[src/hdl/lhb_pkg.sv]
// Package for the LED heartbeat and breathing controller: register map, reset values, widths.
package lhb_pkg;

  // Configuration port widths
  localparam int CFG_DATA_W  = 16;
  localparam int CFG_INDEX_W = 3;

  // Default elapsed-timer width
  localparam int TIMER_WIDTH_DEF = 16;

  // Register indexes on the configuration port
  typedef enum logic [CFG_INDEX_W-1:0] {
    REG_ON_TIME         = 3'd0,
    REG_REST_TIME       = 3'd1,
    REG_LEVEL_HOLD      = 3'd2,
    REG_RAMP_STEP       = 3'd3,
    REG_START_LEVEL     = 3'd4,
    REG_DEBOUNCE_TICKS  = 3'd5,
    REG_LED_ON_LEVEL    = 3'd6,
    REG_BUTTON_ON_LEVEL = 3'd7
  } cfg_reg_t;

  // Register reset values
  localparam logic [15:0] RST_ON_TIME         = 16'd80;
  localparam logic [15:0] RST_REST_TIME       = 16'd840;
  localparam logic [15:0] RST_LEVEL_HOLD      = 16'd50;
  localparam logic [7:0]  RST_RAMP_STEP       = 8'd10;
  localparam logic [7:0]  RST_START_LEVEL     = 8'd5;
  localparam logic [15:0] RST_DEBOUNCE_TICKS  = 16'd100;
  localparam logic        RST_LED_ON_LEVEL    = 1'b0;
  localparam logic        RST_BUTTON_ON_LEVEL = 1'b0;

  // Duty ceiling and last heartbeat phase
  localparam logic [8:0] DUTY_FULL  = 9'd255;
  localparam logic [1:0] PHASE_LAST = 2'd3;

endpackage

[src/hdl/led_heartbeat_breathing_controller.sv]
// Top level: LED heartbeat / breathing pattern controller with button debounce.
//
//   channel  direction  handshake            payload
//   in       in         in_valid / in_stall  button_level
//   out      out        out_valid/out_stall  led_level, pwm_active, pwm_duty, heartbeat_mode
//   cfg      in         cfg_write            cfg_index, cfg_data
//
// One item per cycle while in_stall is low; each tick is resolved combinationally from the
// state registers into the result register; a result appears in the cycle after acceptance.
// Reset is synchronous and loads the register defaults and the idle pattern state.
// in_stall is raised only while a result is held in the output register under out_stall.
module led_heartbeat_breathing_controller
  import lhb_pkg::*;
#(
  parameter int TIMER_WIDTH = TIMER_WIDTH_DEF
) (
  input  logic                   clk,
  input  logic                   rst,
  // input items
  input  logic                   in_valid,
  output logic                   in_stall,
  input  logic                   button_level,
  // result items
  output logic                   out_valid,
  input  logic                   out_stall,
  output logic                   led_level,
  output logic                   pwm_active,
  output logic [7:0]             pwm_duty,
  output logic                   heartbeat_mode,
  // configuration writes
  input  logic                   cfg_write,
  input  logic [CFG_INDEX_W-1:0] cfg_index,
  input  logic [CFG_DATA_W-1:0]  cfg_data
);

  // compare width covers both timers and 16-bit period registers
  localparam int CMP_W = (TIMER_WIDTH > 16) ? TIMER_WIDTH : 16;

  // configuration registers
  logic [15:0] on_time, rest_time, level_hold, debounce_ticks;
  logic [7:0]  ramp_step, start_level;
  logic        led_on_level, button_on_level;

  // pattern state
  logic                   mode_heartbeat, mode_heartbeat_next;
  logic [7:0]             duty_level, duty_level_next;
  logic [8:0]             ramp_delta, ramp_delta_next;
  logic [TIMER_WIDTH-1:0] level_elapsed, level_elapsed_next;
  logic [1:0]             beat_phase, beat_phase_next;
  logic [TIMER_WIDTH-1:0] beat_elapsed, beat_elapsed_next;
  logic [15:0]            beat_wait, beat_wait_next;
  logic                   debounce_busy, debounce_busy_next;
  logic [TIMER_WIDTH-1:0] debounce_elapsed, debounce_elapsed_next;
  logic                   button_stable, button_stable_next;
  logic                   pwm_on, pwm_on_next;
  logic                   led_pin, led_pin_next;

  logic                   in_accept;
  logic [TIMER_WIDTH-1:0] lvl_inc, beat_inc, deb_inc;
  logic [9:0]             duty_sum;
  logic                   toggle;

  // item handshake: accept whenever the result register is free or draining
  assign in_stall  = out_valid && out_stall;
  assign in_accept = in_valid && !in_stall;

  // configuration register writes
  always_ff @(posedge clk) begin
    if (rst) begin
      on_time         <= RST_ON_TIME;
      rest_time       <= RST_REST_TIME;
      level_hold      <= RST_LEVEL_HOLD;
      ramp_step       <= RST_RAMP_STEP;
      start_level     <= RST_START_LEVEL;
      debounce_ticks  <= RST_DEBOUNCE_TICKS;
      led_on_level    <= RST_LED_ON_LEVEL;
      button_on_level <= RST_BUTTON_ON_LEVEL;
    end else if (cfg_write) begin
      case (cfg_reg_t'(cfg_index))
        REG_ON_TIME:         on_time         <= cfg_data[15:0];
        REG_REST_TIME:       rest_time       <= cfg_data[15:0];
        REG_LEVEL_HOLD:      level_hold      <= cfg_data[15:0];
        REG_RAMP_STEP:       ramp_step       <= cfg_data[7:0];
        REG_START_LEVEL:     start_level     <= cfg_data[7:0];
        REG_DEBOUNCE_TICKS:  debounce_ticks  <= cfg_data[15:0];
        REG_LED_ON_LEVEL:    led_on_level    <= cfg_data[0];
        REG_BUTTON_ON_LEVEL: button_on_level <= cfg_data[0];
        default: ;
      endcase
    end
  end

  // saturating elapsed counters
  assign lvl_inc  = (&level_elapsed)    ? level_elapsed    : level_elapsed + TIMER_WIDTH'(1);
  assign beat_inc = (&beat_elapsed)     ? beat_elapsed     : beat_elapsed + TIMER_WIDTH'(1);
  assign deb_inc  = (&debounce_elapsed) ? debounce_elapsed
                                        : debounce_elapsed + TIMER_WIDTH'(1);

  // duty plus signed ramp delta, two's complement in 10 bits
  assign duty_sum = {2'b00, duty_level} + {ramp_delta[8], ramp_delta};

  // one tick: timers, active pattern, then debounce and mode toggle
  always_comb begin
    mode_heartbeat_next   = mode_heartbeat;
    duty_level_next       = duty_level;
    ramp_delta_next       = ramp_delta;
    level_elapsed_next    = lvl_inc;
    beat_phase_next       = beat_phase;
    beat_elapsed_next     = beat_inc;
    beat_wait_next        = beat_wait;
    debounce_busy_next    = debounce_busy;
    debounce_elapsed_next = deb_inc;
    button_stable_next    = button_stable;
    pwm_on_next           = pwm_on;
    led_pin_next          = led_pin;
    toggle                = 1'b0;

    // heartbeat: lit in odd phases, dark in even ones
    if (mode_heartbeat) begin
      if (CMP_W'(beat_inc) > CMP_W'(beat_wait)) begin
        led_pin_next      = beat_phase[0] ? ~led_on_level : led_on_level;
        beat_elapsed_next = '0;
        if (beat_phase == PHASE_LAST) begin
          beat_wait_next  = rest_time;
          beat_phase_next = '0;
        end else begin
          beat_wait_next  = on_time;
          beat_phase_next = beat_phase + 2'd1;
        end
      end
    end else begin
      // pulse: triangle ramp, restart at start level when it bottoms out
      if (CMP_W'(lvl_inc) > CMP_W'(level_hold)) begin
        if (duty_sum[9] || (duty_sum == 10'd0)) begin
          duty_level_next = start_level;
          ramp_delta_next = {1'b0, ramp_step};
        end else if (duty_sum[8:0] >= DUTY_FULL) begin
          duty_level_next = 8'hFF;
          ramp_delta_next = 9'd0 - {1'b0, ramp_step};
        end else begin
          duty_level_next = duty_sum[7:0];
        end
        pwm_on_next        = 1'b1;
        level_elapsed_next = '0;
      end
    end

    // debounce; a bounce back to the stable level leaves the count running
    if (button_level != button_stable) begin
      if (!debounce_busy) begin
        debounce_busy_next    = 1'b1;
        debounce_elapsed_next = '0;
      end else if (CMP_W'(deb_inc) > CMP_W'(debounce_ticks)) begin
        debounce_busy_next = 1'b0;
        toggle             = (button_stable == button_on_level);
        button_stable_next = button_level;
      end
    end

    // mode toggle on release: LED dark, chosen pattern restarts
    if (toggle) begin
      pwm_on_next         = 1'b0;
      led_pin_next        = ~led_on_level;
      mode_heartbeat_next = ~mode_heartbeat;
      if (!mode_heartbeat) begin
        beat_elapsed_next = '0;
        beat_phase_next   = '0;
        beat_wait_next    = rest_time;
      end else begin
        level_elapsed_next = '1;
        ramp_delta_next    = {1'b0, start_level};
        duty_level_next    = '0;
      end
    end
  end

  // state update on each accepted item
  always_ff @(posedge clk) begin
    if (rst) begin
      mode_heartbeat   <= 1'b1;
      duty_level       <= '0;
      ramp_delta       <= {1'b0, RST_RAMP_STEP};
      level_elapsed    <= '0;
      beat_phase       <= '0;
      beat_elapsed     <= '0;
      beat_wait        <= '0;
      debounce_busy    <= 1'b0;
      debounce_elapsed <= '0;
      button_stable    <= ~RST_BUTTON_ON_LEVEL;
      pwm_on           <= 1'b0;
      led_pin          <= ~RST_LED_ON_LEVEL;
    end else if (in_accept) begin
      mode_heartbeat   <= mode_heartbeat_next;
      duty_level       <= duty_level_next;
      ramp_delta       <= ramp_delta_next;
      level_elapsed    <= level_elapsed_next;
      beat_phase       <= beat_phase_next;
      beat_elapsed     <= beat_elapsed_next;
      beat_wait        <= beat_wait_next;
      debounce_busy    <= debounce_busy_next;
      debounce_elapsed <= debounce_elapsed_next;
      button_stable    <= button_stable_next;
      pwm_on           <= pwm_on_next;
      led_pin          <= led_pin_next;
    end
  end

  // result register valid
  always_ff @(posedge clk) begin
    if (rst) begin
      out_valid <= 1'b0;
    end else if (in_accept) begin
      out_valid <= 1'b1;
    end else if (!out_stall) begin
      out_valid <= 1'b0;
    end
  end

  // result register payload
  always_ff @(posedge clk) begin
    if (in_accept) begin
      led_level      <= pwm_on_next ? 1'b0 : led_pin_next;
      pwm_active     <= pwm_on_next;
      pwm_duty       <= pwm_on_next ? duty_level_next : 8'd0;
      heartbeat_mode <= mode_heartbeat_next;
    end
  end

`ifndef NO_ASSERTIONS
  // PWM drive and digital drive are exclusive
  a_pwm_led_off: assert property (@(posedge clk) disable iff (rst)
    out_valid && pwm_active |-> !led_level)
    else $error("led_level high while PWM active");

  // duty reads zero when PWM is idle
  a_duty_zero: assert property (@(posedge clk) disable iff (rst)
    out_valid && !pwm_active |-> pwm_duty == 8'd0)
    else $error("pwm_duty nonzero while PWM idle");

  // PWM only runs in pulse mode
  a_pwm_pulse_mode: assert property (@(posedge clk) disable iff (rst)
    out_valid && pwm_active |-> !heartbeat_mode)
    else $error("PWM active in heartbeat mode");

  // an accepted item always produces a result next cycle
  a_result_follows: assert property (@(posedge clk) disable iff (rst)
    in_valid && !in_stall |=> out_valid)
    else $error("accepted item without result");
`endif

endmodule

[config.mk]
export PLATFORM = sky130hd
export DESIGN_NAME = led_heartbeat_breathing_controller
export DESIGN_NICKNAME = d
export VERILOG_FILES = /design/src/hdl/lhb_pkg.sv /design/src/hdl/led_heartbeat_breathing_controller.sv
export SDC_FILE = /design/constraint.sdc
export NUM_CORES = 1
export LEC_CHECK = 0
export BUFFER_PORTS_ARGS = -buffer_cell sky130_fd_sc_hd__buf_2
export CORE_MARGIN = 2
export CORE_UTILIZATION = 40
export CTS_CLUSTER_DIAMETER = 200
export DETAILED_ROUTE_END_ITERATION = 7
export SYNTH_ARGS = -nofsm -noshare
export SYNTH_HDL_FRONTEND = slang
export SYNTH_SLANG_ARGS = --single-unit
[constraint.sdc]
create_clock -name clk -period 6.1 [get_ports clk]
set_input_delay 1.83 -clock clk [delete_from_list [all_inputs] [get_ports clk]]
set_output_delay 1.83 -clock clk [all_outputs]
set_load 0.01 [all_outputs]
After elaboration in Yosys (flattened, before gate mapping):

Cells that the tools add are included.

* add/subtract/negate cells: 6
* multiply operators: 0
* divide/modulo/power cells: 0
* $lt $le $gt $ge: 4
* equal/unequal tests: 11
* shift operators: 0
* muxes and demuxes: 50
* bitwise operators: 2
* reductions and logical operators: 19

Operators by type and width (number)
* two-way mux 16 bit: 18
* two-way mux 9 bit: 6
* adder 16 x 1 -> 16 bit, second input constant: 3
* greater-than comparator 16 bit: 3
* two-way mux 8 bit: 6
* AND reduction 16 bit: 3
* AND reduction 2 bit: 9
* two-way mux 1 bit: 15
* equality test 3 bit, second input constant: 4
* adder 9 x 9 -> 10 bit: 1
* zero test 10 bit: 1
* two-way mux 2 bit: 5
* >= comparator 9 x 8 -> 1 bit, second input constant: 1
* subtractor 1 x 8 -> 9 bit, first input constant: 1
* equality test 3 x 2 -> 1 bit, second input constant: 2
* AND reduction 4 bit: 1
* equality test 3 x 1 -> 1 bit, second input constant: 1
* zero test 3 bit: 1
* adder 2 x 1 -> 2 bit, second input constant: 1
* equality test 2 bit, second input constant: 1
* logical AND 1 bit: 2
* != test 2 x 1 -> 1 bit, second input constant: 1
* inverter 1 bit: 2
* equality test 1 bit: 1
* 3 further kinds: 3

* bits in registers: 182
* bits in latches: 0
* bits in writable memories: 0
* bits in read-only memories: 0
* bits of input ports: 25
* output and inout bits: 13
* logic and storage cells: 117
* memories: 0

Logic depth before layout (Yosys ltp):

Gate-level depths: netlist (run 1).

* word-level depth: 8
* depth in mapped cells: 19
* depth with buffers taken out: 16

Worst setup path after synthesis (run 1):

No wires, ideal clock.

* path type: reg-to-reg
* from: reg level_elapsed[3]
* to: reg duty_level[6]
* library setup time: 117 ps
* arrival time: 4206 ps
* slack: 1777 ps
* cell stages (with the launch flop): 19
* path through: dfxtp_1 and4_1 nand4_1 nor3_1 nand2b_1 clkbuf_1 nor3_1 xnor2_1 ha_1 nand4_1 or4b_2 a21oi_1 a211o_1 and2_1 clkbuf_1 o21ai_0 nor2b_1 clkbuf_1 a22o_1

* cells in the longest elaborated chain, start to end: 7

RTL lines
* from (decl): RTL line led_heartbeat_breathing_controller.sv:48 `logic [TIMER_WIDTH-1:0] level_elapsed, level_elapsed_next;`
* from (signal assigned): RTL line led_heartbeat_breathing_controller.sv:196 `level_elapsed <= level_elapsed_next;`
* adder 16 x 1 -> 16 bit or AND reduction 16 bit (tied branches): RTL line led_heartbeat_breathing_controller.sv:94 `assign lvl_inc = (&level_elapsed) ? level_elapsed : level_elapsed + TIMER_WIDTH'(1);`
* two-way mux 16 bit (*): RTL line led_heartbeat_breathing_controller.sv:94
* greater-than comparator 16 bit (*): RTL line led_heartbeat_breathing_controller.sv:133 `if (CMP_W'(lvl_inc) > CMP_W'(level_hold)) begin`
* two-way mux 8 bit (*): RTL line led_heartbeat_breathing_controller.sv:133
* two-way mux 8 bit (*): RTL line led_heartbeat_breathing_controller.sv:119 `if (mode_heartbeat) begin`
* two-way mux 8 bit: RTL line led_heartbeat_breathing_controller.sv:165 `if (!mode_heartbeat) begin`
* two-way mux 8 bit (*): RTL line led_heartbeat_breathing_controller.sv:161 `if (toggle) begin`
* to (signal assigned): RTL line led_heartbeat_breathing_controller.sv:194 `duty_level <= duty_level_next;`
* to (decl): RTL line led_heartbeat_breathing_controller.sv:46 `logic [7:0] duty_level, duty_level_next;`

Every way passes the cells marked *; elsewhere a longest branch is shown, timed or not.
A chain may end at the register's enable or synchronous reset.

Worst setup path after layout (run 1):

* from: reg level_elapsed[3]
* to: reg ramp_delta[8]

* cells in the longest elaborated chain, start to end: 7

RTL lines
* adder 16 x 1 -> 16 bit or AND reduction 16 bit (tied branches): RTL line led_heartbeat_breathing_controller.sv:94
* two-way mux 16 bit (*): RTL line led_heartbeat_breathing_controller.sv:94
* greater-than comparator 16 bit (*): RTL line led_heartbeat_breathing_controller.sv:133
* two-way mux 9 bit (*): RTL line led_heartbeat_breathing_controller.sv:133
* two-way mux 9 bit (*): RTL line led_heartbeat_breathing_controller.sv:119
* two-way mux 9 bit: RTL line led_heartbeat_breathing_controller.sv:165
* two-way mux 9 bit (*): RTL line led_heartbeat_breathing_controller.sv:161
* to (signal assigned): RTL line led_heartbeat_breathing_controller.sv:182 `ramp_delta <= {1'b0, RST_RAMP_STEP};`
* to (signal assigned): RTL line led_heartbeat_breathing_controller.sv:195 `ramp_delta <= ramp_delta_next;`
* to (decl): RTL line led_heartbeat_breathing_controller.sv:47 `logic [8:0] ramp_delta, ramp_delta_next;`

Marks and branches as above.

==> results of run 1 <==
sequential cells by signal, indices dropped and copies added (netlist names), 2 cells and up:
register,cells
beat_elapsed,16
ramp_delta,9
pwm_duty,8
debounce_ticks,16
start_level,8
beat_phase,2
beat_wait,16
on_time,16
debounce_elapsed,16
level_elapsed,16
duty_level,8
level_hold,16
ramp_step,8
rest_time,16
critical path, stage by stage (launching register included):
cell and delay [ps]:
sky130_fd_sc_hd__dfxtp_1 450, sky130_fd_sc_hd__and4_1 270, sky130_fd_sc_hd__nand4_1 200, sky130_fd_sc_hd__nor3_1 670, sky130_fd_sc_hd__nand2b_1 390, sky130_fd_sc_hd__nor3_1 140
sky130_fd_sc_hd__xnor2_1 170, sky130_fd_sc_hd__ha_1 330, sky130_fd_sc_hd__nand4_1 130, sky130_fd_sc_hd__or4b_2 640, sky130_fd_sc_hd__a21oi_1 150, sky130_fd_sc_hd__a211o_1 150
sky130_fd_sc_hd__nand2_1 200, sky130_fd_sc_hd__nor3_1 640, sky130_fd_sc_hd__o311ai_0 260, sky130_fd_sc_hd__o31ai_1 120
power groups by stage:
stage | Sequential (W) | Clock [W] | Combinational (W)
finish | 0.00134 | 0.00106 | 0.000799
global route | 0.00135 | 0.00113 | 0.000913
CTS | 0.00134 | 0.00109 | 0.000810
detailed placement | 0.00136 | 0 | 0.000805
global placement | 0.00137 | 0 | 0.000795
floorplan | 0.00135 | 0 | 0.000560
logic make-up (layout without fill, tap and decap cells):
family | Yosys count | after routing | synth area share
flip-flops | 182 | 182 | 0.379
AO/OA/AOI/OAI | 318 | 318 | 0.213
XOR/XNOR | 43 | 43 | 0.0380
buffers and inverters | 142 | 165 | 0.0555
adder cells (fa/ha/maj) | 62 | 62 | 0.0791
multiplexers | 8 | 8 | 0.00859
AND/OR/NAND/NOR | 487 | 487 | 0.226
through the flow:
step	worst slack [ps]	hold WS, ps	instances	utilization	total power [W]
after floorplan	1780	430	1242	-	0.00191
after global placement	1270	443	1557	0.426	0.00216
after detailed placement	1140	446	1557	0.426	0.00217
after CTS	1120	457	1589	0.449	0.00323
after global routing	397	474	1589	0.449	0.00339
final	1090	458	1589	0.449	0.00320
path summary, 6_finish.rpt:
kind / from / slack, ps / endpoint
worst max-delay path: level_elapsed[3]$_SDFFE_PP0P_ / 1090 / ramp_delta[8]$_SDFFE_PP0P_
worst min-delay path: debounce_ticks[1]$_SDFFE_PP0P_ / 460 / debounce_ticks[1]$_SDFFE_PP0P_
worst max register to register: level_elapsed[3]$_SDFFE_PP0P_ / 1090 / ramp_delta[8]$_SDFFE_PP0P_
worst min register to register: debounce_ticks[1]$_SDFFE_PP0P_ / 460 / debounce_ticks[1]$_SDFFE_PP0P_
layer usage:
| layer | GRT usage | part of all wire |
|---|---|---|
| met5 | 0 | 0 |
| met1 | 0.320 | 0.52 |
| met4 | 0.0467 | 0.0079 |
| met2 | 0.328 | 0.43 |
| met3 | 0.0316 | 0.038 |
placed cells by master, fill, tap and decap left out, types with 15 or more instances in the layout:
master                        n
sky130_fd_sc_hd__a21o_1      16
sky130_fd_sc_hd__o21ai_0     36
sky130_fd_sc_hd__nor3_1      39
sky130_fd_sc_hd__xor2_1      16
sky130_fd_sc_hd__nor2_1      92
sky130_fd_sc_hd__dfxtp_1    171
sky130_fd_sc_hd__xnor2_1     27
sky130_fd_sc_hd__a21oi_1    125
sky130_fd_sc_hd__ha_1        61
sky130_fd_sc_hd__nand3_1     34
sky130_fd_sc_hd__nand3b_1    15
sky130_fd_sc_hd__nand2_1    213
sky130_fd_sc_hd__nand4_1     18
sky130_fd_sc_hd__a22oi_1     17
sky130_fd_sc_hd__a2111oi_0   17
sky130_fd_sc_hd__buf_2       36
sky130_fd_sc_hd__clkbuf_16   17
sky130_fd_sc_hd__inv_1       84
final cells by class:
cell class,count,area [um^2],share of cell area
clock buffers,19,443,0.0406
flip-flops and latches,182,3750,0.344
repair buffers,49,278,0.0255
clock inverters,13,109,0.00997
multi-input cells,918,5610,0.514
well taps,324,405,0.0371
inverters,84,315,0.0289
==> impl_metrics.prom, run 1 <==
# TYPE chip_impl_metric gauge
chip_impl_metric{name="totalWireLength",unit="um"} 26500
chip_impl_metric{name="syn_inst",unit=""} 1242
chip_impl_metric{name="die_w",unit="um"} 161
chip_impl_metric{name="synth_cell_types",unit=""} 66
chip_impl_metric{name="drcViolationCount",unit=""} 0
chip_impl_metric{name="final.min_clock_period",unit="ps"} 5010
chip_impl_metric{name="setup_viol_count_final",unit=""} 0
chip_impl_info{name="grt_setup_unrepaired",value="false"} 1
chip_impl_info{name="biggest_area_contributors_in_the_synthesized_netlist",value="sky130_fd_sc_hd__dfxtp_1 (35%), sky130_fd_sc_hd__nand2_1 (8.1%), sky130_fd_sc_hd__ha_1 (7.7%)"} 1
chip_impl_metric{name="power.combinational.fraction",unit=""} 0.250
chip_impl_metric{name="powerDensity",unit="nW/um^2"} 293
chip_impl_metric{name="finalNetCount",unit=""} 1339
chip_impl_info{name="synthFlopType",value="sky130_fd_sc_hd__dfxtp_1"} 1
chip_impl_metric{name="worst_skew_pair.late_latency",unit="ps"} 440
chip_impl_metric{name="critPathRequiredTime",unit="ps"} 6440
chip_impl_info{name="hold_path_class",value="flip-flop to flip-flop"} 1
chip_impl_metric{name="initial_core_util",unit=""} 0.407
chip_impl_metric{name="detailedRoute.firstIterationViolations",unit=""} 565
chip_impl_info{name="synth_top_cell_by_area",value="sky130_fd_sc_hd__dfxtp_1"} 1
chip_impl_metric{name="timing.final.crit_share",unit=""} 0.821
chip_impl_metric{name="ctsHoldBuffers",unit=""} 0
chip_impl_metric{name="globalplace.congestion",unit=""} 0.859
chip_impl_metric{name="clk_path_buf_depth",unit=""} 2
chip_impl_metric{name="avgSynthCellArea",unit="um^2"} 7.97
chip_impl_metric{name="clkSinkCount",unit=""} 182
chip_impl_metric{name="placeable_core_area",unit="um^2"} 24300
chip_impl_metric{name="synth-warning-count",unit=""} 0
chip_impl_info{name="cts_root_buf",value="sky130_fd_sc_hd__clkbuf_16"} 1
chip_impl_metric{name="number_of_antenna_violations_at_the_first_check_in_global_routing",unit=""} 0
chip_impl_metric{name="synthDominantCellAreaShare",unit=""} 0.346
chip_impl_metric{name="buffers_on_ports",unit=""} 37
chip_impl_metric{name="vias",unit=""} 8693
chip_impl_metric{name="worst_case_reg_to_reg_path_depth",unit=""} 15
chip_impl_metric{name="synth_seq_cells",unit=""} 182
chip_impl_metric{name="synth-edff-count",unit=""} 11
chip_impl_metric{name="grt_pass1_vias",unit=""} 8358
chip_impl_metric{name="grt_pass1_wl",unit="um"} 44700
chip_impl_metric{name="hpwl",unit="um"} 18700
chip_impl_metric{name="flow.area_growth_from_synthesis",unit="%"} 10.2
chip_impl_metric{name="post-cts-setup-buffers",unit=""} 0
chip_impl_metric{name="max-slew-margin-rel",unit=""} 0.219
chip_impl_metric{name="finalMaxSlewViolations",unit=""} 0
chip_impl_metric{name="site_row_count",unit=""} 57
chip_impl_metric{name="internal-power",unit="W"} 0.00211
chip_impl_metric{name="global_route.usage.total",unit=""} 0.215
chip_impl_metric{name="post_route_cells_drive_above_1_share",unit=""} 0.0806
chip_impl_metric{name="grt_max_degree",unit=""} 100
chip_impl_metric{name="ys_seq_area_frac",unit=""} 0.379
chip_impl_metric{name="path_clk_slew",unit="ps"} 80
chip_impl_info{name="outcome",value="completed"} 1
chip_impl_metric{name="final_hold_viol_count",unit=""} 0
chip_impl_info{name="setup.worst_path.start_class",value="flip-flop"} 1
chip_impl_metric{name="syn-cell-area",unit="um^2"} 9900
chip_impl_metric{name="synthesis.nets",unit=""} 1329
chip_impl_metric{name="vdd.ir_drop.worst",unit="V"} 0.000295
chip_impl_metric{name="final_cell_area_excluding_filler_cells",unit="um^2"} 10900
chip_impl_info{name="critPathCaptureType",value="flip-flop"} 1
chip_impl_metric{name="cap_viol_max_count",unit=""} 0
chip_impl_metric{name="worstMarginPinSlew",unit="ps"} 1170
chip_impl_metric{name="height_of_the_chip",unit="um"} 161
chip_impl_metric{name="inserted_clock_buffers",unit=""} 17
chip_impl_metric{name="fmax",unit="MHz"} 200
chip_impl_metric{name="power_switching",unit="W"} 0.00109
chip_impl_info{name="synth.most_common_cell",value="sky130_fd_sc_hd__nand2_1"} 1
chip_impl_info{name="top_cell_types_by_occurrence_after_synthesis",value="sky130_fd_sc_hd__nand2_1 (214), sky130_fd_sc_hd__dfxtp_1 (171), sky130_fd_sc_hd__a21oi_1 (125)"} 1
chip_impl_metric{name="critPathArrivalTime",unit="ps"} 5350
chip_impl_metric{name="clock_power_share",unit=""} 0.332
chip_impl_info{name="worst-setup-path-type",value="flip-flop to flip-flop"} 1
chip_impl_metric{name="design.portCount",unit=""} 38
chip_impl_metric{name="fin_setup_tns",unit="ps"} 0
chip_impl_metric{name="static-leakage-power",unit="nW"} 4.31
chip_impl_metric{name="floorplan.die_area",unit="um^2"} 26000
chip_impl_metric{name="dpl_cell_area",unit="um^2"} 10400
chip_impl_metric{name="seqPwrFrac",unit=""} 0.418
chip_impl_metric{name="htreeDepth",unit=""} 4
chip_impl_metric{name="p_sw_frac",unit=""} 0.340
chip_impl_metric{name="cts.repair.resized",unit=""} 0
chip_impl_metric{name="first_pass_iters",unit=""} 6
chip_impl_metric{name="timing.critical_path.fanout_max",unit=""} 9
chip_impl_metric{name="share_of_synthesized_flip_flops_with_an_asynchronous_set_or_reset",unit=""} 0
chip_impl_metric{name="remaining_overflow_grt",unit=""} 0
chip_impl_metric{name="nFillCells",unit=""} 2449
chip_impl_metric{name="fin_worst_skew",unit="ps"} 16.4
chip_impl_info{name="tritoncts_clock_tree",value="yes"} 1
chip_impl_metric{name="ant_nets",unit=""} 0
chip_impl_metric{name="hold-path-cell-count",unit=""} 2
chip_impl_metric{name="antennaDiodeCount",unit=""} 0
chip_impl_metric{name="post_drt_wl_per_cell",unit="um"} 16.7
chip_impl_metric{name="avgViaCountPerCell",unit=""} 5.47
Power figures use the tool's default switching activity.
==> inputs of run 2 (changes only) <==
- clock period: 6.1 -> 5 ns (I/O delays scaled with it)
==> run 2 against run 1 <==
Against the previous run: worst hold slack worse by 3.5 ps; routed wire length decreased by 0.17%; maximum frequency grew 14%; highest routed layer unchanged; via count grew 0.82%; non-clock buffer count is 6 higher.
==> impl_metrics.prom, run 2 (same netlist as run 1, synthesis figures left out) <==
# TYPE chip_impl_metric gauge
chip_impl_metric{name="post_drt_wl_per_cell",unit="um"} 16.6
chip_impl_metric{name="global_route.usage.total",unit=""} 0.208
chip_impl_metric{name="setup_viol_count_final",unit=""} 0
chip_impl_metric{name="timing.final.crit_share",unit=""} 0.879
chip_impl_metric{name="globalplace.congestion",unit=""} 0.882
chip_impl_metric{name="max-slew-margin-rel",unit=""} 0.192
chip_impl_metric{name="placed_cells_incl_taps",unit=""} 1563
chip_impl_metric{name="first_pass_iters",unit=""} 4
chip_impl_metric{name="ctsHoldBuffers",unit=""} 0
chip_impl_metric{name="antennaDiodeCount",unit=""} 0
chip_impl_metric{name="detailedRoute.firstIterationViolations",unit=""} 513
chip_impl_metric{name="critPathArrivalTime",unit="ps"} 4770
chip_impl_metric{name="p_sw_frac",unit=""} 0.314
chip_impl_metric{name="utilization",unit=""} 0.454
chip_impl_metric{name="fin_worst_skew",unit="ps"} 10.6
chip_impl_metric{name="static-leakage-power",unit="nW"} 4.39
chip_impl_metric{name="clk_path_buf_depth",unit=""} 2
chip_impl_metric{name="vias",unit=""} 8764
chip_impl_metric{name="grt_pass1_vias",unit=""} 8119
chip_impl_metric{name="inserted_clock_buffers",unit=""} 17
chip_impl_metric{name="design.portCount",unit=""} 38
chip_impl_metric{name="finalMaxSlewViolations",unit=""} 0
chip_impl_metric{name="remaining_overflow_grt",unit=""} 0
chip_impl_metric{name="vdd.ir_drop.worst",unit="V"} 0.000240
chip_impl_metric{name="grt_pass1_wl",unit="um"} 43400
chip_impl_metric{name="powerDensity",unit="nW/um^2"} 373
chip_impl_metric{name="power_switching",unit="W"} 0.00129
chip_impl_info{name="grt_setup_unrepaired",value="false"} 1
chip_impl_metric{name="hpwl",unit="um"} 18800
chip_impl_metric{name="drcViolationCount",unit=""} 0
chip_impl_metric{name="cap_viol_max_count",unit=""} 0
chip_impl_metric{name="internal-power",unit="W"} 0.00283
chip_impl_info{name="worst-setup-path-type",value="flip-flop to flip-flop"} 1
chip_impl_metric{name="fmax",unit="MHz"} 228
chip_impl_metric{name="number_of_antenna_violations_at_the_first_check_in_global_routing",unit=""} 0
chip_impl_metric{name="height_of_the_chip",unit="um"} 161
chip_impl_info{name="cts_root_buf",value="sky130_fd_sc_hd__clkbuf_16"} 1
chip_impl_metric{name="initial_core_util",unit=""} 0.407
chip_impl_metric{name="post_layout_nonfiller_instances",unit=""} 1594
chip_impl_metric{name="avgViaCountPerCell",unit=""} 5.50
chip_impl_metric{name="clock_power_share",unit=""} 0.362
chip_impl_metric{name="site_row_count",unit=""} 57
chip_impl_info{name="setup.worst_path.start_class",value="flip-flop"} 1
chip_impl_metric{name="htreeDepth",unit=""} 4
chip_impl_metric{name="seqPwrFrac",unit=""} 0.395
chip_impl_metric{name="post_route_cells_drive_above_1_share",unit=""} 0.0843
chip_impl_info{name="tritoncts_clock_tree",value="yes"} 1
chip_impl_metric{name="worst_skew_pair.late_latency",unit="ps"} 440
chip_impl_metric{name="totalWireLength",unit="um"} 26500
chip_impl_metric{name="placeable_core_area",unit="um^2"} 24300
chip_impl_metric{name="final.min_clock_period",unit="ps"} 4390
chip_impl_info{name="hold_path_class",value="flip-flop to flip-flop"} 1
chip_impl_metric{name="die_w",unit="um"} 161
chip_impl_metric{name="cts.repair.resized",unit=""} 0
chip_impl_metric{name="fin_setup_tns",unit="ps"} 0
chip_impl_metric{name="timing.critical_path.fanout_max",unit=""} 14
chip_impl_metric{name="finalNetCount",unit=""} 1345
chip_impl_metric{name="worstMarginPinSlew",unit="ps"} 1210
chip_impl_metric{name="clkSinkCount",unit=""} 182
chip_impl_info{name="outcome",value="completed"} 1
chip_impl_metric{name="grt_max_degree",unit=""} 87
chip_impl_info{name="final_cell_mix",value="sky130_fd_sc_hd__nand2_1 (213), sky130_fd_sc_hd__dfxtp_1 (171), sky130_fd_sc_hd__a21oi_1 (125), sky130_fd_sc_hd__nor2_1 (92), sky130_fd_sc_hd__inv_1 (84)"} 1
chip_impl_metric{name="final_hold_viol_count",unit=""} 0
chip_impl_info{name="critPathCaptureType",value="flip-flop"} 1
chip_impl_metric{name="critPathRequiredTime",unit="ps"} 5370
chip_impl_metric{name="p_total",unit="W"} 0.00412
chip_impl_metric{name="floorplan.die_area",unit="um^2"} 26000
chip_impl_metric{name="flow.area_growth_from_synthesis",unit="%"} 11.7
chip_impl_metric{name="power.combinational.fraction",unit=""} 0.243
chip_impl_metric{name="ant_nets",unit=""} 0
chip_impl_info{name="mostFrequentLayoutCell",value="sky130_fd_sc_hd__nand2_1"} 1
chip_impl_metric{name="buffers_on_ports",unit=""} 37
chip_impl_metric{name="post-cts-setup-buffers",unit=""} 0
chip_impl_metric{name="path_clk_slew",unit="ps"} 70
## run 2: cell count changes in the layout (fill, tap and decap cells not counted), sizes merged
cell	change
buf	+6
bufinv	+5
inv	-5
clkinv	+2
clkinvlp	-2
clkbuf	-1
## run 2: final cells by class
cell class	count	area (um^2)
Fill cell	2446	13300
Sequential cell	182	3750
Tap cell	324	405
Clock buffer	18	429
Multi-Input combinational cell	918	5610
Timing Repair Buffer	55	323
Inverter	84	315
Clock inverter	13	218
## run 2: through the flow
stage / cell area (um^2) / hold WS, ps / setup slack (ps)
finish: 11100 / 454 / 606
global route: 11100 / 474 / 188
CTS: 11100 / 457 / 613
detailed placement: 10400 / 448 / 639
global placement: 10400 / 443 / 714
floorplan: 9900 / 430 / 677
## run 2: critical path, cell delays in order, from the launching register on
cell and delay [ps]:
sky130_fd_sc_hd__dfxtp_1 410, sky130_fd_sc_hd__ha_1 220, sky130_fd_sc_hd__nand2_1 80, sky130_fd_sc_hd__nor2_1 230
sky130_fd_sc_hd__nand4_1 370, sky130_fd_sc_hd__nand2_1 210, sky130_fd_sc_hd__xnor2_1 170, sky130_fd_sc_hd__ha_1 290
sky130_fd_sc_hd__a21oi_1 160, sky130_fd_sc_hd__o221ai_1 130, sky130_fd_sc_hd__a221oi_1 420, sky130_fd_sc_hd__o221a_2 330
sky130_fd_sc_hd__nor2_1 70, sky130_fd_sc_hd__a21oi_1 900, sky130_fd_sc_hd__a32oi_1 230, sky130_fd_sc_hd__nor2_1 120
## run 2: final timing paths
| path | startpoint | endpoint | slack (ps) | depth (start not counted) |
|---|---|---|---|---|
| worst max-delay path | debounce_elapsed[0]$_SDFFE_PP0P_ | beat_elapsed[8]$_SDFFE_PP0P_ | 610 | 15 |
| worst min-delay path | level_hold[3]$_SDFFE_PP0P_ | level_hold[3]$_SDFFE_PP0P_ | 450 | 2 |
| worst max register to register | debounce_elapsed[0]$_SDFFE_PP0P_ | beat_elapsed[8]$_SDFFE_PP0P_ | 610 | 15 |
| worst min register to register | level_hold[3]$_SDFFE_PP0P_ | level_hold[3]$_SDFFE_PP0P_ | 450 | 2 |
## run 2: per-layer routing
layer / part of all wire / track usage
met5: 0 / 0
met4: 0.014 / 0.0532
met3: 0.051 / 0.0357
met2: 0.42 / 0.306
met1: 0.51 / 0.312
## run 2: power by group through the flow
| stage | clock, W | sequential, W | combinational, W |
|---|---|---|---|
| after floorplan | 0 | 0.00165 | 0.000683 |
| after global placement | 0 | 0.00166 | 0.000988 |
| after detailed placement | 0 | 0.00166 | 0.00100 |
| after CTS | 0.00151 | 0.00163 | 0.00101 |
| after global routing | 0.00158 | 0.00164 | 0.00112 |
| final | 0.00149 | 0.00163 | 0.00100 |
==> inputs of run 3 (changes only) <==
- PLACE_DENSITY: not set -> 0.55
==> run 3 against run 2 <==
Against the previous run: sequential share of layout area hardly changed; highest routed layer unchanged; routed wire length is 3.1% higher; sequential cell count stayed put; clock power hardly changed; worst setup slack worse by 170 ps; critical endpoint is now duty_level[4]$_SDFFE_PP0P_; count of clock-buffer cells in the layout stayed put; critical path type unchanged; maximum frequency is 3.7% lower; via count is 0.21% lower; clock skew hardly changed; register-to-register slack worse by 170 ps.
==> impl_metrics.prom, run 3 (same netlist as run 1, synthesis figures left out) <==
# TYPE chip_impl_metric gauge
chip_impl_info{name="path_cells",value="and4_1 -> nand4_1 -> nor3_1 -> buf_4 -> nand2b_1 -> nor3_1 -> xnor2_1 -> ha_1 -> nand4_1 -> or4b_2 -> a21oi_1 -> a211o_1 -> and2_1 -> o21ai_0 -> nor2b_1 -> a22o_1"} 1
chip_impl_info{name="outcome",value="completed"} 1
chip_impl_metric{name="placement.setup.worst_slack",unit="ps"} 471
chip_impl_metric{name="static-leakage-power",unit="nW"} 4.39
chip_impl_info{name="mostFrequentLayoutCell",value="sky130_fd_sc_hd__nand2_1"} 1
chip_impl_metric{name="global_route.usage.total",unit=""} 0.210
chip_impl_metric{name="site_row_count",unit=""} 57
chip_impl_metric{name="vdd.ir_drop.worst",unit="V"} 0.000405
chip_impl_metric{name="ctsHoldBuffers",unit=""} 0
chip_impl_metric{name="final_hold_viol_count",unit=""} 0
chip_impl_metric{name="post_route_cells_drive_above_1_share",unit=""} 0.0872
chip_impl_metric{name="timing.critical_path.fanout_max",unit=""} 8
chip_impl_metric{name="path_clk_slew",unit="ps"} 70
chip_impl_metric{name="cp_bufs_invs",unit=""} 1
chip_impl_metric{name="powerDensity",unit="nW/um^2"} 371
chip_impl_metric{name="avgViaCountPerCell",unit=""} 5.48
chip_impl_metric{name="worst_path_largest_cell_delay",unit="ps"} 650
chip_impl_info{name="setup.worst_path.start_class",value="flip-flop"} 1
chip_impl_metric{name="totalWireLength",unit="um"} 27300
chip_impl_metric{name="cts.repair.resized",unit=""} 0
chip_impl_info{name="hold_path_class",value="flip-flop to flip-flop"} 1
chip_impl_metric{name="critPathRequiredTime",unit="ps"} 5330
chip_impl_metric{name="die_w",unit="um"} 161
chip_impl_metric{name="cap_viol_max_count",unit=""} 0
chip_impl_info{name="final_cell_mix",value="sky130_fd_sc_hd__nand2_1 (213), sky130_fd_sc_hd__dfxtp_1 (171), sky130_fd_sc_hd__a21oi_1 (125), sky130_fd_sc_hd__nor2_1 (92), sky130_fd_sc_hd__inv_1 (84)"} 1
chip_impl_info{name="crit_path_top_delay_cell",value="sky130_fd_sc_hd__or4b_2"} 1
chip_impl_info{name="critPathCaptureType",value="flip-flop"} 1
chip_impl_info{name="tritoncts_clock_tree",value="yes"} 1
chip_impl_metric{name="finalMaxSlewViolations",unit=""} 0
chip_impl_metric{name="fin_ws",unit="ps"} 438
chip_impl_metric{name="buffers_on_ports",unit=""} 37
chip_impl_metric{name="setup_viol_count_final",unit=""} 0
chip_impl_metric{name="vias",unit=""} 8746
chip_impl_metric{name="first_pass_iters",unit=""} 5
chip_impl_metric{name="finalNetCount",unit=""} 1347
chip_impl_metric{name="floorplan.die_area",unit="um^2"} 26000
chip_impl_metric{name="inserted_clock_buffers",unit=""} 17
chip_impl_info{name="cts_root_buf",value="sky130_fd_sc_hd__clkbuf_16"} 1
chip_impl_metric{name="p_total",unit="W"} 0.00410
chip_impl_metric{name="flow.area_growth_from_synthesis",unit="%"} 11.7
chip_impl_metric{name="remaining_overflow_grt",unit=""} 0
chip_impl_metric{name="post-cts-setup-buffers",unit=""} 0
chip_impl_metric{name="grt_max_degree",unit=""} 63
chip_impl_metric{name="max-slew-margin-rel",unit=""} 0.177
chip_impl_metric{name="globalplace.congestion",unit=""} 0.825
chip_impl_metric{name="clk_path_buf_depth",unit=""} 2
chip_impl_info{name="worst_path_dominant_cell_family",value="simple AND/OR/NAND/NOR gates"} 1
chip_impl_info{name="worst-setup-path-type",value="flip-flop to flip-flop"} 1
chip_impl_metric{name="post_drt_wl_per_cell",unit="um"} 17.1
chip_impl_metric{name="fin_setup_tns",unit="ps"} 0
chip_impl_metric{name="critPathArrivalTime",unit="ps"} 4890
chip_impl_metric{name="timing.final.crit_share",unit=""} 0.912
chip_impl_metric{name="detailedRoute.firstIterationViolations",unit=""} 641
chip_impl_metric{name="design.portCount",unit=""} 38
chip_impl_metric{name="number_of_antenna_violations_at_the_first_check_in_global_routing",unit=""} 0
chip_impl_metric{name="worst_skew_pair.late_latency",unit="ps"} 440
chip_impl_metric{name="antennaDiodeCount",unit=""} 0
chip_impl_metric{name="fin_worst_skew",unit="ps"} 10.6
chip_impl_metric{name="worstMarginPinSlew",unit="ps"} 1230
chip_impl_metric{name="grt_pass1_wl",unit="um"} 43700
chip_impl_metric{name="final.min_clock_period",unit="ps"} 4560
chip_impl_info{name="grt_setup_unrepaired",value="false"} 1
chip_impl_metric{name="drcViolationCount",unit=""} 0
chip_impl_metric{name="height_of_the_chip",unit="um"} 161
chip_impl_metric{name="placeable_core_area",unit="um^2"} 24300
chip_impl_metric{name="clkSinkCount",unit=""} 182
chip_impl_metric{name="hpwl",unit="um"} 19400
chip_impl_metric{name="fmax",unit="MHz"} 219
chip_impl_metric{name="ant_nets",unit=""} 0
chip_impl_metric{name="htreeDepth",unit=""} 4
chip_impl_metric{name="initial_core_util",unit=""} 0.407
chip_impl_metric{name="grt_pass1_vias",unit=""} 8198
[run 3: cell count changes in the layout (fill, tap and decap cells not counted), sizes merged]
cell	previous run	this run
bufinv	5	3
inv	88	90
buf	55	57
clkinvlp	1	2
[run 3: stage by stage]
step                      instances  hold WS, ps  cell area (um^2)   util
after global placement         1565          443             10400  0.429
after detailed placement       1565          447             10400  0.429
after global routing           1597          472             11100  0.455
after CTS                      1597          457             11100  0.455
after floorplan                1242          430              9900      -
final                          1597          456             11100  0.455
[run 3: tightest hold or removal path, stage by stage, from the launching register on]
cell,delay [ps]
sky130_fd_sc_hd__dfxtp_1,310
sky130_fd_sc_hd__nand2_1,50
sky130_fd_sc_hd__a21oi_1,50
[run 3: final timing paths]
check | startpoint | end | slack [ps] | depth (start not counted)
worst min register to register | on_time[10]$_SDFFE_PP0P_ | on_time[10]$_SDFFE_PP0P_ | 460 | 2
worst max-delay path | level_elapsed[3]$_SDFFE_PP0P_ | duty_level[4]$_SDFFE_PP0P_ | 440 | 16
worst min-delay path | on_time[10]$_SDFFE_PP0P_ | on_time[10]$_SDFFE_PP0P_ | 460 | 2
worst max register to register | level_elapsed[3]$_SDFFE_PP0P_ | duty_level[4]$_SDFFE_PP0P_ | 440 | 16
[run 3: cell type report]
| type | count | area [um^2] |
|---|---|---|
| Clock buffer | 18 | 450 |
| Clock inverter | 14 | 185 |
| Fill cell | 2462 | 13300 |
| Inverter | 84 | 315 |
| Multi-Input combinational cell | 918 | 5610 |
| Sequential cell | 182 | 3750 |
| Tap cell | 324 | 405 |
| Timing Repair Buffer | 57 | 338 |
[run 3: per-layer routing]
metal | up-vias | global-route usage | part of all wire
li1 | 4446 | - | -
met1 | 4109 | 0.295 | 0.50
met2 | 162 | 0.337 | 0.45
met3 | 29 | 0.0285 | 0.031
met4 | 0 | 0.0621 | 0.017
met5 | - | 0 | 0
[run 3: report_power, final]
group | total (W) | internal, W | switching [W]
clock network | 0.00146 | 0.000831 | 0.000630
logic | 0.00101 | 0.000362 | 0.000651
registers | 0.00163 | 0.00157 | 0.0000577
total | 0.00410 | 0.00276 | 0.00134
